## src/fresnel_dielectric_reflectance_macros.svh

```systemverilog
// ----------------------------------------------------------------------------
// Fresnel reflectance assertion macros
// Shared concurrent assertion forms, clocked on clk and disabled in reset.
// ----------------------------------------------------------------------------
`ifndef FRESNEL_DIELECTRIC_REFLECTANCE_MACROS_SVH
`define FRESNEL_DIELECTRIC_REFLECTANCE_MACROS_SVH

// The consequent holds in the same cycle as the antecedent.
`define FDR_ASSERT_SAME(label, ante, cons) \
  label: assert property (@(posedge clk) disable iff (rst) (ante) |-> (cons)) \
    else $error("fresnel reflectance assertion failed");

// The consequent holds in the cycle after the antecedent.
`define FDR_ASSERT_NEXT(label, ante, cons) \
  label: assert property (@(posedge clk) disable iff (rst) (ante) |=> (cons)) \
    else $error("fresnel reflectance assertion failed");

`endif

```

## src/fdr_sqrt_pipe.sv

```systemverilog
// ----------------------------------------------------------------------------
// Pipelined integer square root
// One result bit per stage, floor of the square root of the input.
// ----------------------------------------------------------------------------
module fdr_sqrt_pipe #(
  parameter int RES_W  = 17,
  parameter int SIDE_W = 1
) (
  input  logic                 clk,
  input  logic                 rst,
  input  logic                 en,
  input  logic                 in_valid,
  input  logic [2*RES_W-2:0]   in_x,
  input  logic [SIDE_W-1:0]    in_side,
  output logic                 out_valid,
  output logic [RES_W-1:0]     out_root,
  output logic [SIDE_W-1:0]    out_side
);

  localparam int W = 2 * RES_W;

  logic [W-1:0]      rem_q  [RES_W];
  logic [RES_W-1:0]  res_q  [RES_W];
  logic [SIDE_W-1:0] side_q [RES_W];
  logic              vld_q  [RES_W];

  for (genvar i = 0; i < RES_W; i++) begin : g_step
    localparam int K = RES_W - 1 - i;
    logic [W-1:0]      p_rem;
    logic [RES_W-1:0]  p_res;
    logic [SIDE_W-1:0] p_side;
    logic              p_vld;
    logic [W-1:0]      trial;
    logic              ge;

    if (i == 0) begin : g_first
      assign p_rem  = W'(in_x);
      assign p_res  = '0;
      assign p_side = in_side;
      assign p_vld  = in_valid;
    end else begin : g_next
      assign p_rem  = rem_q[i-1];
      assign p_res  = res_q[i-1];
      assign p_side = side_q[i-1];
      assign p_vld  = vld_q[i-1];
    end

    assign trial = (W'(p_res) << (K + 1)) | (W'(1) << (2 * K));
    assign ge    = (p_rem >= trial);

    always_ff @(posedge clk) begin
      if (rst) begin
        vld_q[i] <= 1'b0;
      end else if (en) begin
        vld_q[i] <= p_vld;
      end
    end

    always_ff @(posedge clk) begin
      if (en) begin
        rem_q[i]  <= ge ? p_rem - trial : p_rem;
        res_q[i]  <= ge ? (p_res | (RES_W'(1) << K)) : p_res;
        side_q[i] <= p_side;
      end
    end
  end

  assign out_valid = vld_q[RES_W-1];
  assign out_root  = res_q[RES_W-1];
  assign out_side  = side_q[RES_W-1];

endmodule

```

## config.mk

```make
export PLATFORM = sky130hd
export DESIGN_NAME = fdr_sqrt_pipe
export DESIGN_NICKNAME = d
export VERILOG_FILES = /design/src/fresnel_dielectric_reflectance_macros.svh /design/src/fdr_sqrt_pipe.sv
export SDC_FILE = /design/constraint.sdc
export NUM_CORES = 1
export LEC_CHECK = 0
export ABC_CLOCK_PERIOD_IN_PS = 5100
export BUFFER_PORTS_ARGS = -buffer_cell sky130_fd_sc_hd__buf_4
export CAP_MARGIN = 15
export CORE_MARGIN = 10
export CORE_UTILIZATION = 56
export CTS_CLUSTER_SIZE = 12
export DETAILED_ROUTE_END_ITERATION = 8
export GPL_ROUTABILITY_DRIVEN = 0
export PLACE_DENSITY = 0.72
export SLEW_MARGIN = 5
export SYNTH_ARGS = -nofsm -noshare
export SYNTH_HDL_FRONTEND = slang
export SYNTH_SLANG_ARGS = --single-unit
```

## constraint.sdc

```tcl
create_clock -name clk -period 5.1 [get_ports clk]
set_input_delay 0.51 -clock clk [delete_from_list [all_inputs] [get_ports clk]]
set_output_delay 0.51 -clock clk [all_outputs]
set_load 0.01 [all_outputs]
```

======== After elaboration in Yosys (flattened, before gate mapping) ========
Memories as Yosys holds them, arrays and structs flattened.
Cells that the tools add are included.
word-level totals
  bits in registers ....................... 0
  RAM bits ................................ 901
  bits of input ports ..................... 38
  output and inout port bits .............. 19
  logic and storage cells ................. 112
  memories kept ........................... 4
memories
  memory  words  width  rd ports  clocked after Yosys merged registers in  write ports  RTL line             text
  rem_q   17     34     16        0                                        17           fdr_sqrt_pipe.sv:22  logic [W-1:0] rem_q [RES_W];
  res_q   17     17     17        0                                        17           fdr_sqrt_pipe.sv:23  logic [RES_W-1:0] res_q [RES_W];
  side_q  17     1      17        0                                        17           fdr_sqrt_pipe.sv:24  logic [SIDE_W-1:0] side_q [RES_W];
  vld_q   17     1      17        0                                        17           fdr_sqrt_pipe.sv:25  logic vld_q [RES_W];
cells by class
  add/subtract/negate cells ............... 17
  $lt $le $gt $ge ......................... 17
  multiplexer cells ....................... 57
  bitwise logic cells ..................... 17
operators with widths
  cell                                                  number
  2-to-1 mux 34 bit                                     17
  greater-or-equal comparator 34 x 18 -> 1 bit          1
  greater-or-equal comparator 34 x 19 -> 1 bit          1
  greater-or-equal comparator 34 x 20 -> 1 bit          1
  greater-or-equal comparator 34 x 21 -> 1 bit          1
  greater-or-equal comparator 34 x 22 -> 1 bit          1
  greater-or-equal comparator 34 x 23 -> 1 bit          1
  greater-or-equal comparator 34 x 24 -> 1 bit          1
  greater-or-equal comparator 34 x 25 -> 1 bit          1
  greater-or-equal comparator 34 x 26 -> 1 bit          1
  greater-or-equal comparator 34 x 27 -> 1 bit          1
  greater-or-equal comparator 34 x 28 -> 1 bit          1
  greater-or-equal comparator 34 x 29 -> 1 bit          1
  greater-or-equal comparator 34 x 30 -> 1 bit          1
  greater-or-equal comparator 34 x 31 -> 1 bit          1
  greater-or-equal comparator 34 x 32 -> 1 bit          1
  greater-or-equal comparator 34 x 33 -> 1 bit          1
  subtractor 33 x 33 -> 34 bit (second input constant)  1
  subtractor 34 x 18 -> 34 bit                          1
  subtractor 34 x 19 -> 34 bit                          1
  subtractor 34 x 20 -> 34 bit                          1
  subtractor 34 x 21 -> 34 bit                          1
  subtractor 34 x 22 -> 34 bit                          1
  subtractor 34 x 23 -> 34 bit                          1
  29 further kinds                                      68

======== Longest topological paths before layout ========
  word-level depth ........................ 4
  mapped depth ............................ 13
  depth with buffers taken out ............ 10

======== Worst setup path before layout ========
Ideal clock, no wire load.
  path kind ............................... reg2reg
  start ................................... mem rem_q[0][451] (netlist bit)
  end ..................................... mem rem_q[0][509] (netlist bit), data pin
  setup time .............................. 267 ps
  data arrival time ....................... 2628 ps
  required time ........................... 4833 ps
  slack ................................... 2206 ps
  stages on the path, launching flop included .. 10
  buffers on the path ..................... 0
  clock period less this slack ............ 2894 ps
  cell sequence ........................... edfxtp_1 -> ha_1 -> a21o_1 -> a2111o_1 -> o22a_1 -> a211oi_1 -> o211ai_1 -> nor3b_2 -> nor3b_1 -> xor2_1
RTL lines
  element      RTL line
  from (decl)  fdr_sqrt_pipe.sv:22

==> results.cfg <==
[die]
core_area_sq_mm = 0.05935
rows = 89
die_area_sq_mm = 0.07041
die_w_um = 265.3
io_pins = 57
die_y_um = 265.3
start_util_pct = 56.79

[critical_path]
rr_endpoint = rem_q[0][540]$_DFFE_PP_
crit_cells = 7
crit_end = rem_q[0][540]$_DFFE_PP_
critPathBufInv = 0
worstPathCellList = or3_1 > nor4_1 > nand2_1 > o31ai_1 > or2_1 > nand4_1 > xnor2_1
crit_path_max_fanout = 31
cp_top_family = simple AND/OR/NAND/NOR gates
arrival_ps = 4330
slowest_delay_ps = 940
crit_type = reg -> reg
worstPathRequired_ps = 5460
reg2regPathDepth = 7
start_kind = flip-flop
critical_path.startpoint = rem_q[0][497]$_DFFE_PP_
reg2reg_slack_ps = 1140
critPathCaptureType = flip-flop
reg2reg_from = rem_q[0][497]$_DFFE_PP_
cpMaxStageDelayCell = or2_1

[clocking]
ctsHtreeMaxLevel = 3
cts_tree = yes
cts_made_buffers = 77
cts.sinks = 731
clockBufferDepth = 3
clock_latency_ps = 610
postCtsSetupBuffers = 0
path_clk_slew_ps = 60
cts_hold_buf = 0
cts_resized = 0
root_buffer = clkbuf_16

[synthesis]
synth.area.top_cells = edfxtp_1 65%, ha_1 6.2%, xor2_1 3.0%
ys_types = 72
yosysTopAreaCellShare_pct = 65.12
ys.flop_type = edfxtp_1
synthArstFlopShare_pct = 0
syn-cell-area_sq_mm = 0.03371
yosysSeqAreaShare_pct = 65.12
yosysWarnings = 0
postSynthAreaPerCell_sq_um = 13.25
yosysTopAreaCell = edfxtp_1
syn_inst = 2545
ys_ff_latch = 731
synth_edf_count = 731

[layout]
area_growth_pct = 10.99
drive_gt1_share_pct = 7.570
fin_nets = 2864
utilization_pct = 63.04
stdcell_area_sq_mm = 0.03741
final_cells = 3481
final_cell_mix = 731 x edfxtp_1, 208 x inv_1, 166 x ha_1
final-seq-area_sq_mm = 0.02195
antenna_cells = 0
final_common_cell = edfxtp_1
fillers = 4247
multi_input_area_sq_mm = 0.01086

[drt]
wl_met2_um = 34540
drc_errors = 0
routed-wl-met3_um = 2372
ant_nets = 0
wl_met1_um = 23220
vias = 20080
drt-initial-drc-count = 1417
wl_per_cell_um = 18.06
totalWireLength_um = 62860
top_layer = met4
vias_per_cell = 5.767
drt_first_pass_iters = 5

[sta]
fin_crit_sh_pct = 77.68
slew_headroom_pct = 24.56
drv_slew = 0
timing.hold.ws_ps = 68.14
finalSetupTns_ps = 0
fmax_mhz = 252.4
hold_viol = 0
fin_ws_ps = 1139
finClkSkew_ps = 15.16
worst_pin_slew_ps = 1123
setup_viol = 0
min_period_ps = 3961
rsz0062_at_grt = no

[run_status]
status = finished clean

[pwr]
peakVddDrop_mv = 0.3313
power.leakage_nw = 14.08
finalPower_mw = 15.47
cellPowerDensity_mw_per_mm2 = 413.5

[global_routing]
grt.total_usage_pct = 17.70
overflow = 0
grt_pass1_wl_um = 101000
grt_max_degree = 176
antenna_found_initial = 0
grt_pass1_vias = 20500

[placement]
dp_cells = 3353
dpl.hpwl_um = 44760
placed_cell_area_sq_mm = 0.03515
port_buffers = 56
place_ws_ps = 1220

[run]
cap_violations = 0

[min_path]
min-delay-path-class = in -> reg
## synth_stat cells, types with 14 or more instances
library cell	n
o211ai_1	14
ha_1	166
mux2_1	15
nor4_1	77
o21ai_1	27
a21o_1	30
a211oi_1	14
xor2_1	114
xnor2_1	102
inv_1	208
nand2_1	139
o21a_1	45
nand2b_1	27
nor2_1	146
o21ai_0	90
nor4b_1	15
nand3_1	40
and2_1	27
or3_1	25
nor2b_1	29
nand4_1	36
edfxtp_1	731
mux2_2	16
clkbuf_1	25
a21oi_1	138
nor3_1	83
o31ai_1	22
## registers in the layout, indices dropped and copies added (netlist names)
name,cells
rem_q,544
res_q,153
side_q,17
vld_q,17
## how the worst min path moves through the flow
stage	to	from	slack, ps	cells after the start
4_1_cts	rem_q[0][3]$_DFFE_PP_	in_x[3]	30	1
3_5_place_dp	side_q[1]$_DFFE_PP_	side_q[0]$_DFFE_PP_	400	0
3_3_place_gp	side_q[4]$_DFFE_PP_	side_q[3]$_DFFE_PP_	400	0
2_1_floorplan	side_q[10]$_DFFE_PP_	side_q[9]$_DFFE_PP_	400	0
6_report	rem_q[0][5]$_DFFE_PP_	in_x[5]	70	1
5_1_grt	rem_q[0][18]$_DFFE_PP_	in_x[18]	30	1
## power breakdown
part           internal (mW)  switching, mW  total [mW]
Clock                   2.83           2.21        5.04
Combinational           1.04           1.38        2.42
Sequential              7.52          0.484        8.00
Total                   11.4           4.08        15.5
## routing by layer
layer  global-route usage [%]  vias to the layer above
met3                    2.943                      171
li1                         -                     9725
met4                    8.340                        0
met5                        0                        -
met1                    18.26                     9700
met2                    34.24                      479
## layout make-up
type	count	share of cell area, %
clock buffer	97	5.351
inverter	210	2.107
timing repair buffer	70	1.612
sequential	731	58.67
clock inverter	30	0.6588
multi-input combinational	1570	29.02
tap	773	2.585
## kinds of logic (layout without fill, tap and decap cells)
group / Yosys count / after routing / share of synthesized area, %
flip-flops: 731 / 731 / 65.12
AO/OA/AOI/OAI: 436 / 436 / 7.943
buffers and inverters: 245 / 407 / 2.762
AND/OR/NAND/NOR: 712 / 712 / 11.15
adder cells (fa/ha/maj): 166 / 166 / 6.162
other: 1 / 2 / 0.01112
XOR/XNOR: 216 / 216 / 5.612
multiplexers: 38 / 38 / 1.243
(Power assumes the default switching activity.)
