$ cat src/fresnel_dielectric_reflectance_macros.svh
// ----------------------------------------------------------------------------
// Fresnel reflectance assertion macros
// Shared concurrent assertion forms, clocked on clk and disabled in reset.
// ----------------------------------------------------------------------------
`ifndef FRESNEL_DIELECTRIC_REFLECTANCE_MACROS_SVH
`define FRESNEL_DIELECTRIC_REFLECTANCE_MACROS_SVH

// The consequent holds in the same cycle as the antecedent.
`define FDR_ASSERT_SAME(label, ante, cons) \
  label: assert property (@(posedge clk) disable iff (rst) (ante) |-> (cons)) \
    else $error("fresnel reflectance assertion failed");

// The consequent holds in the cycle after the antecedent.
`define FDR_ASSERT_NEXT(label, ante, cons) \
  label: assert property (@(posedge clk) disable iff (rst) (ante) |=> (cons)) \
    else $error("fresnel reflectance assertion failed");

`endif

$ cat src/fdr_div_pipe.sv
// ----------------------------------------------------------------------------
// Pipelined restoring divider
// One quotient bit per stage; numerator bits shift out as quotient bits enter.
// ----------------------------------------------------------------------------
module fdr_div_pipe #(
  parameter int DEN_W  = 32,
  parameter int Q_W    = 31,
  parameter int SIDE_W = 1
) (
  input  logic              clk,
  input  logic              rst,
  input  logic              en,
  input  logic              in_valid,
  input  logic [DEN_W-1:0]  in_rem,
  input  logic [Q_W-1:0]    in_bits,
  input  logic [DEN_W-1:0]  in_den,
  input  logic [SIDE_W-1:0] in_side,
  output logic              out_valid,
  output logic [Q_W-1:0]    out_quo,
  output logic [SIDE_W-1:0] out_side
);

  logic [DEN_W-1:0]  rem_q  [Q_W];
  logic [Q_W-1:0]    qb_q   [Q_W];
  logic [DEN_W-1:0]  den_q  [Q_W];
  logic [SIDE_W-1:0] side_q [Q_W];
  logic              vld_q  [Q_W];

  for (genvar i = 0; i < Q_W; i++) begin : g_step
    logic [DEN_W-1:0]  p_rem;
    logic [Q_W-1:0]    p_qb;
    logic [DEN_W-1:0]  p_den;
    logic [SIDE_W-1:0] p_side;
    logic              p_vld;
    logic [DEN_W:0]    r2;
    logic [DEN_W:0]    diff;
    logic              ge;

    if (i == 0) begin : g_first
      assign p_rem  = in_rem;
      assign p_qb   = in_bits;
      assign p_den  = in_den;
      assign p_side = in_side;
      assign p_vld  = in_valid;
    end else begin : g_next
      assign p_rem  = rem_q[i-1];
      assign p_qb   = qb_q[i-1];
      assign p_den  = den_q[i-1];
      assign p_side = side_q[i-1];
      assign p_vld  = vld_q[i-1];
    end

    assign r2   = {p_rem, p_qb[Q_W-1]};
    assign diff = r2 - {1'b0, p_den};
    assign ge   = (r2 >= {1'b0, p_den});

    always_ff @(posedge clk) begin
      if (rst) begin
        vld_q[i] <= 1'b0;
      end else if (en) begin
        vld_q[i] <= p_vld;
      end
    end

    always_ff @(posedge clk) begin
      if (en) begin
        rem_q[i]  <= ge ? diff[DEN_W-1:0] : r2[DEN_W-1:0];
        qb_q[i]   <= {p_qb[Q_W-2:0], ge};
        den_q[i]  <= p_den;
        side_q[i] <= p_side;
      end
    end
  end

  assign out_valid = vld_q[Q_W-1];
  assign out_quo   = qb_q[Q_W-1];
  assign out_side  = side_q[Q_W-1];

endmodule

$ cat config.mk
export PLATFORM = sky130hd
export DESIGN_NAME = fdr_div_pipe
export DESIGN_NICKNAME = d
export VERILOG_FILES = /design/src/fresnel_dielectric_reflectance_macros.svh /design/src/fdr_div_pipe.sv
export SDC_FILE = /design/constraint.sdc
export NUM_CORES = 2
export LEC_CHECK = 0
export BUFFER_PORTS_ARGS = -buffer_cell sky130_fd_sc_hd__buf_4
export CELL_PAD_IN_SITES_DETAIL_PLACEMENT = 0
export CELL_PAD_IN_SITES_GLOBAL_PLACEMENT = 2
export CORE_MARGIN = 3
export CORE_UTILIZATION = 50
export CTS_BUF_LIST = sky130_fd_sc_hd__clkbuf_4 sky130_fd_sc_hd__clkbuf_8
export DETAILED_ROUTE_END_ITERATION = 10
export PLACE_DENSITY_LB_ADDON = 0.1
export RECOVER_POWER = 50
export SLEW_MARGIN = 5
export SYNTH_ARGS = -nofsm -noshare
export SYNTH_HDL_FRONTEND = slang
export SYNTH_SLANG_ARGS = --single-unit
$ cat constraint.sdc
create_clock -name clk -period 10.3 [get_ports clk]
set_input_delay 2.06 -clock clk [delete_from_list [all_inputs] [get_ports clk]]
set_output_delay 2.06 -clock clk [all_outputs]
set_load 0.01 [all_outputs]
-- Yosys cells after proc, flatten, opt, wreduce, memory -nomap -nowiden
Memories as Yosys holds them, arrays and structs flattened.
Cells that the tools add are included.
- register bits after elaboration: 0
- bits in latches: 0
- bits in writable memories: 3007
- bits in read-only memories: 0
- input port bits: 100
- word-level logic and storage cells: 166
- memories: 5
- add/subtract/negate cells: 31
- multipliers: 0
- divide/modulo/power cells: 0
- magnitude comparators: 31
- eq/ne operators: 0
- shift operators: 0
- mux-type cells: 68
- bitwise gates (word level): 31
- reductions and logical operators: 0
- memories (memory ; depth ; bits a word ; read ports ; clocked after memory_dff ; wr ports ; RTL line ; source):
    den_q ; 31 ; 32 ; 30 ; 0 ; 31 ; fdr_div_pipe.sv:25 ; logic [DEN_W-1:0] den_q [Q_W];
    rem_q ; 31 ; 32 ; 30 ; 0 ; 31 ; fdr_div_pipe.sv:23 ; logic [DEN_W-1:0] rem_q [Q_W];
    qb_q ; 31 ; 31 ; 31 ; 0 ; 31 ; fdr_div_pipe.sv:24 ; logic [Q_W-1:0] qb_q [Q_W];
    side_q ; 31 ; 1 ; 31 ; 0 ; 31 ; fdr_div_pipe.sv:26 ; logic [SIDE_W-1:0] side_q [Q_W];
    vld_q ; 31 ; 1 ; 31 ; 0 ; 31 ; fdr_div_pipe.sv:27 ; logic vld_q [Q_W];
- operators with widths (kind ; count):
    greater-or-equal comparator 33 x 32 -> 1 bit ; 31
    two-way mux 32 bit ; 31
    subtractor 32 bit ; 31
    two-way mux 1 bit ; 37
    bitwise OR 1 bit ; 31

-- Logic depth before layout (Yosys ltp)
- word-level depth: 4
- depth in mapped cells: 16

-- Worst setup path before layout
Ideal clock, no wire load.
- path type: input -> register
- start: in in_den[1]
- end: mem rem_q[0][25] (data pin)
- library setup time: 260 ps
- arrival time: 4640 ps
- data required time: 10040 ps
- setup slack: 5400 ps
- stages: 14
- buffers on the path: 1
- cells stage by stage: inv_1 > ha_1 > nor2b_1 > o31a_1 > o21ai_0 > nand2b_1 > a31oi_1 > a31o_2 > o41ai_1 > a21oi_1 > o211ai_1 > o31ai_1 > clkbuf_1 > mux2_2
- RTL lines (what ; RTL line ; source):
    start: declaration ; fdr_div_pipe.sv:16 ; input logic [DEN_W-1:0] in_den,
    end: declaration ; fdr_div_pipe.sv:23 ;

==> results.md <==
- Fin Setup TNS: 0 ns
- Vias in the first global route: slightly above 90,000
- FMAX: roughly 140 MHz
- Hold EP: qb_q[1][204]
- Top cell type's share of synthesized area: about three fifths
- RSZ-0062 raised after global routing: no
- Post-detail-place hpwl: about 260,000 µm
- Grt met3 use: around 2.8%
- Crit path DAT: between 7 and 8 ns
- Failing checks: max-capacitance violations, max-slew violations
- Ys flop type: edfxtp_1
- Clock Skews: around 0.079 ns
- Tcrit/Tclk final: just under 70%
- Fraction of registers with async set/reset: 0%
- Antenna-violating nets left: 0
- Syn avg cell area: between 10 and 15 µm²
- Setup WS post-layout: ~3.3 ns
- Hold Path Origin: qb_q[1][172]
- Worst rel slew slack: -273%
- Leak: approximately 67 nW
- Die Wd: between 500 and 600 µm
- Netlist cell types: 90
- Total congestion overflow: 0
- IO Port Bufs: around 130
- Synth area leader: edfxtp_1
- Synthesized instance count: 12,100
- CTS Buf Count: between 400 and 500
- Grt peak-use layer: met2
- Hold Violations, Final: 0
- Via-to-Cell Ratio: around 5.5
- CTS H-tree lvls: 5
- Tot GR Track Use: roughly 23%
- HP Class: reg2reg
- Tightest Pin Transition: ~5.6 ns
- Final wirelength: roughly 360,000 µm
- Ports: 133
- Critical R2R Capture: rem_q[1][358]
- Share of cells above drive strength 1: about an eighth
- Pre-CTS setup slack: 4.73 ns
- Die Area: just over 0.3 mm²
- First-iteration detailed-routing DRC count: around 7,000
- Syn nets: around 13,000
- Reg-to-Reg Start: den_q[6][65]
- DR WL/cell: 21.1 µm
- Global Route met2 Usage: 38.7%
- Hold path cells: 0
- Cts repair resizes: 0
- Initial Util: between 50 and 60%
- Clk slew on worst S/H paths: ~0.06 ns
- Vias: about 93,000
- GP Congestion: approximately 0.87
- # hold bufs at CTS: 0
- Clock latency on the worst-skew pair: about 1.1 ns
- TritonCTS clock tree: built
- CORE AREA: between 0.2 and 0.3 mm²
- Hold_ws: between 0.3 and 0.4 ns
- Area Growth Syn to Fin: 10.6%
- Endpoint class of the critical path: register
- Worst setup path start: en
- CP Class: in2reg
- Post-synthesis sequential area ratio: between 50% and 60%
- Setup crit start kind: input port
- Pwr Density: 318 mW/mm²
- Nets: around 14,000
- CTS sink cnt: approximately 3,000
- Area contributors post-synth: edfxtp_1 59%, ha_1 8.2%, mux2_2 4.0%
- Final min period: 7.03 ns
- Pin count of the biggest net entering global routing: roughly 180
- Clk buf depth: 4
- Initial antenna violation count: 6
- Cell area after synthesis: between 0.15 and 0.2 mm²
- Synth Warn #: 0
- Max-slew violations: roughly 440
- Number of synthesized flops with an enable pin: about 3,000
- DRT Pass-1 Iters: 6
- Crit-path max FO: 106
- Req. time, crit path: roughly 11 ns
- Max-cap violations: 7
- DRC viols: 0
- Maximum vdd drop: roughly 0.24 mV
- R2R setup slack: 5.61 ns
- Worst Reg2Reg Path Length in Cells: 13
- Root buffer cell: clkbuf_8
- # rows: 200
- Setup bufs post-CTS: 0
- Outcome: complete, but fails checks
- Synth Register Bits: 2,943
- Met1 Resource Use GR: approximately 31%
- Count of final setup violators: 0
- Global-route wire length before repair: approximately 550,000 µm
- Height of the die: about 550 µm
-- final cells by class --
cell class | count | area, µm²
Fill cell | 24900 | 132000
Sequential cell | 2943 | 88400
Multi-Input combinational cell | 7681 | 56700
Clock buffer | 595 | 7490
Tap cell | 3939 | 4930
Inverter | 1229 | 4610
Clock inverter | 300 | 2900
Timing Repair Buffer | 196 | 1490
Antenna cell | 8 | 20.0
-- power breakdown --
group / switching, W / total (W) / internal (W)
registers: 0.00192 / 0.0192 / 0.0173
logic: 0.0127 / 0.0228 / 0.0101
clock network: 0.00494 / 0.0109 / 0.00599
total: 0.0196 / 0.0530 / 0.0334
-- stage by stage --
step	utilization, %	power [W]	std cells	cell area, µm²
2_1_floorplan	-	0.0357	12100	150000
3_3_place_gp	52.4	0.0421	16000	156000
3_5_place_dp	52.4	0.0422	16000	156000
4_1_cts	55.8	0.0535	16900	167000
5_1_grt	55.8	0.0567	16900	166000
6_report	55.8	0.0530	16900	166000
-- critical path: stages --
cell	delay (ns)
buf_16	0.33
clkbuf_1	3.85
buf_4	1.02
-- layer usage --
metal | up-vias | wire length, µm
li1 | 45800 | -
met1 | 45000 | 157000
met2 | 1977 | 176000
met3 | 488 | 14900
met4 | 0 | 8780
met5 | - | 0
-- how the worst max path moves through the flow --
stage,slack [ns],endpoint,cells after the start
4_1_cts,5.60,rem_q[1][365],13
2_1_floorplan,5.40,rem_q[0][25],14
3_5_place_dp,4.73,rem_q[0][14],15
6_report,3.27,qb_q[1][208],3
3_3_place_gp,4.71,rem_q[0][30],15
5_1_grt,2.73,qb_q[1][208],3
-- state kept, by name, summed over array words and instances (netlist names) --
signal	cells
rem_q	960
side_q	31
den_q	960
qb_q	961
vld_q	31
-- layout by cell type (no fill, tap or decap), types with 155 or more instances in the layout --
cell / n
edfxtp_1: 2943
inv_1: 1229
ha_1: 992
a21oi_1: 984
o21ai_0: 650
nand2_1: 639
nor2_1: 598
mux2_2: 529
xnor2_1: 528
clkbuf_8: 484
a21o_1: 439
xor2_1: 292
nand3_1: 186
nand4_1: 176
clkbuf_4: 155
-- cells in the mapped netlist (16+ instances only) --
master,count
xnor2_1,528
a21boi_0,34
nand2b_1,118
xor2_1,292
o31ai_1,49
mux2i_1,40
ha_1,992
a31o_2,20
a31oi_1,101
nor2b_1,137
a2111oi_0,17
o41ai_1,21
nand3_1,186
o21ai_1,21
o31a_1,48
o21a_1,144
nor3_1,102
o21ai_0,652
a221o_1,16
fa_1,30
and3_1,83
a211oi_1,64
inv_1,1229
nand4_1,176
or3_1,39
mux2_2,529
mux2_4,27
o22ai_1,18
nor2_1,598
a211o_1,21
o21bai_1,104
clkbuf_1,223
and2_1,60
nor4_1,37
edfxtp_1,2943
o211ai_1,49
and4_1,31
buf_2,33
nand2_1,639
a221oi_1,29
a21oi_1,985
a21o_1,439
or2_2,33
-- logic make-up after synthesis --
logic type / synth area share, %
buffers and inverters: 3.79
muxes: 4.49
and+or+nand+nor: 7.27
AOI/OAI and AO/OA: 12.3
DFF: 58.7
xor gates and xnor gates: 4.77
adders and majority gates: 8.65
Power figures use the tool's default switching activity.
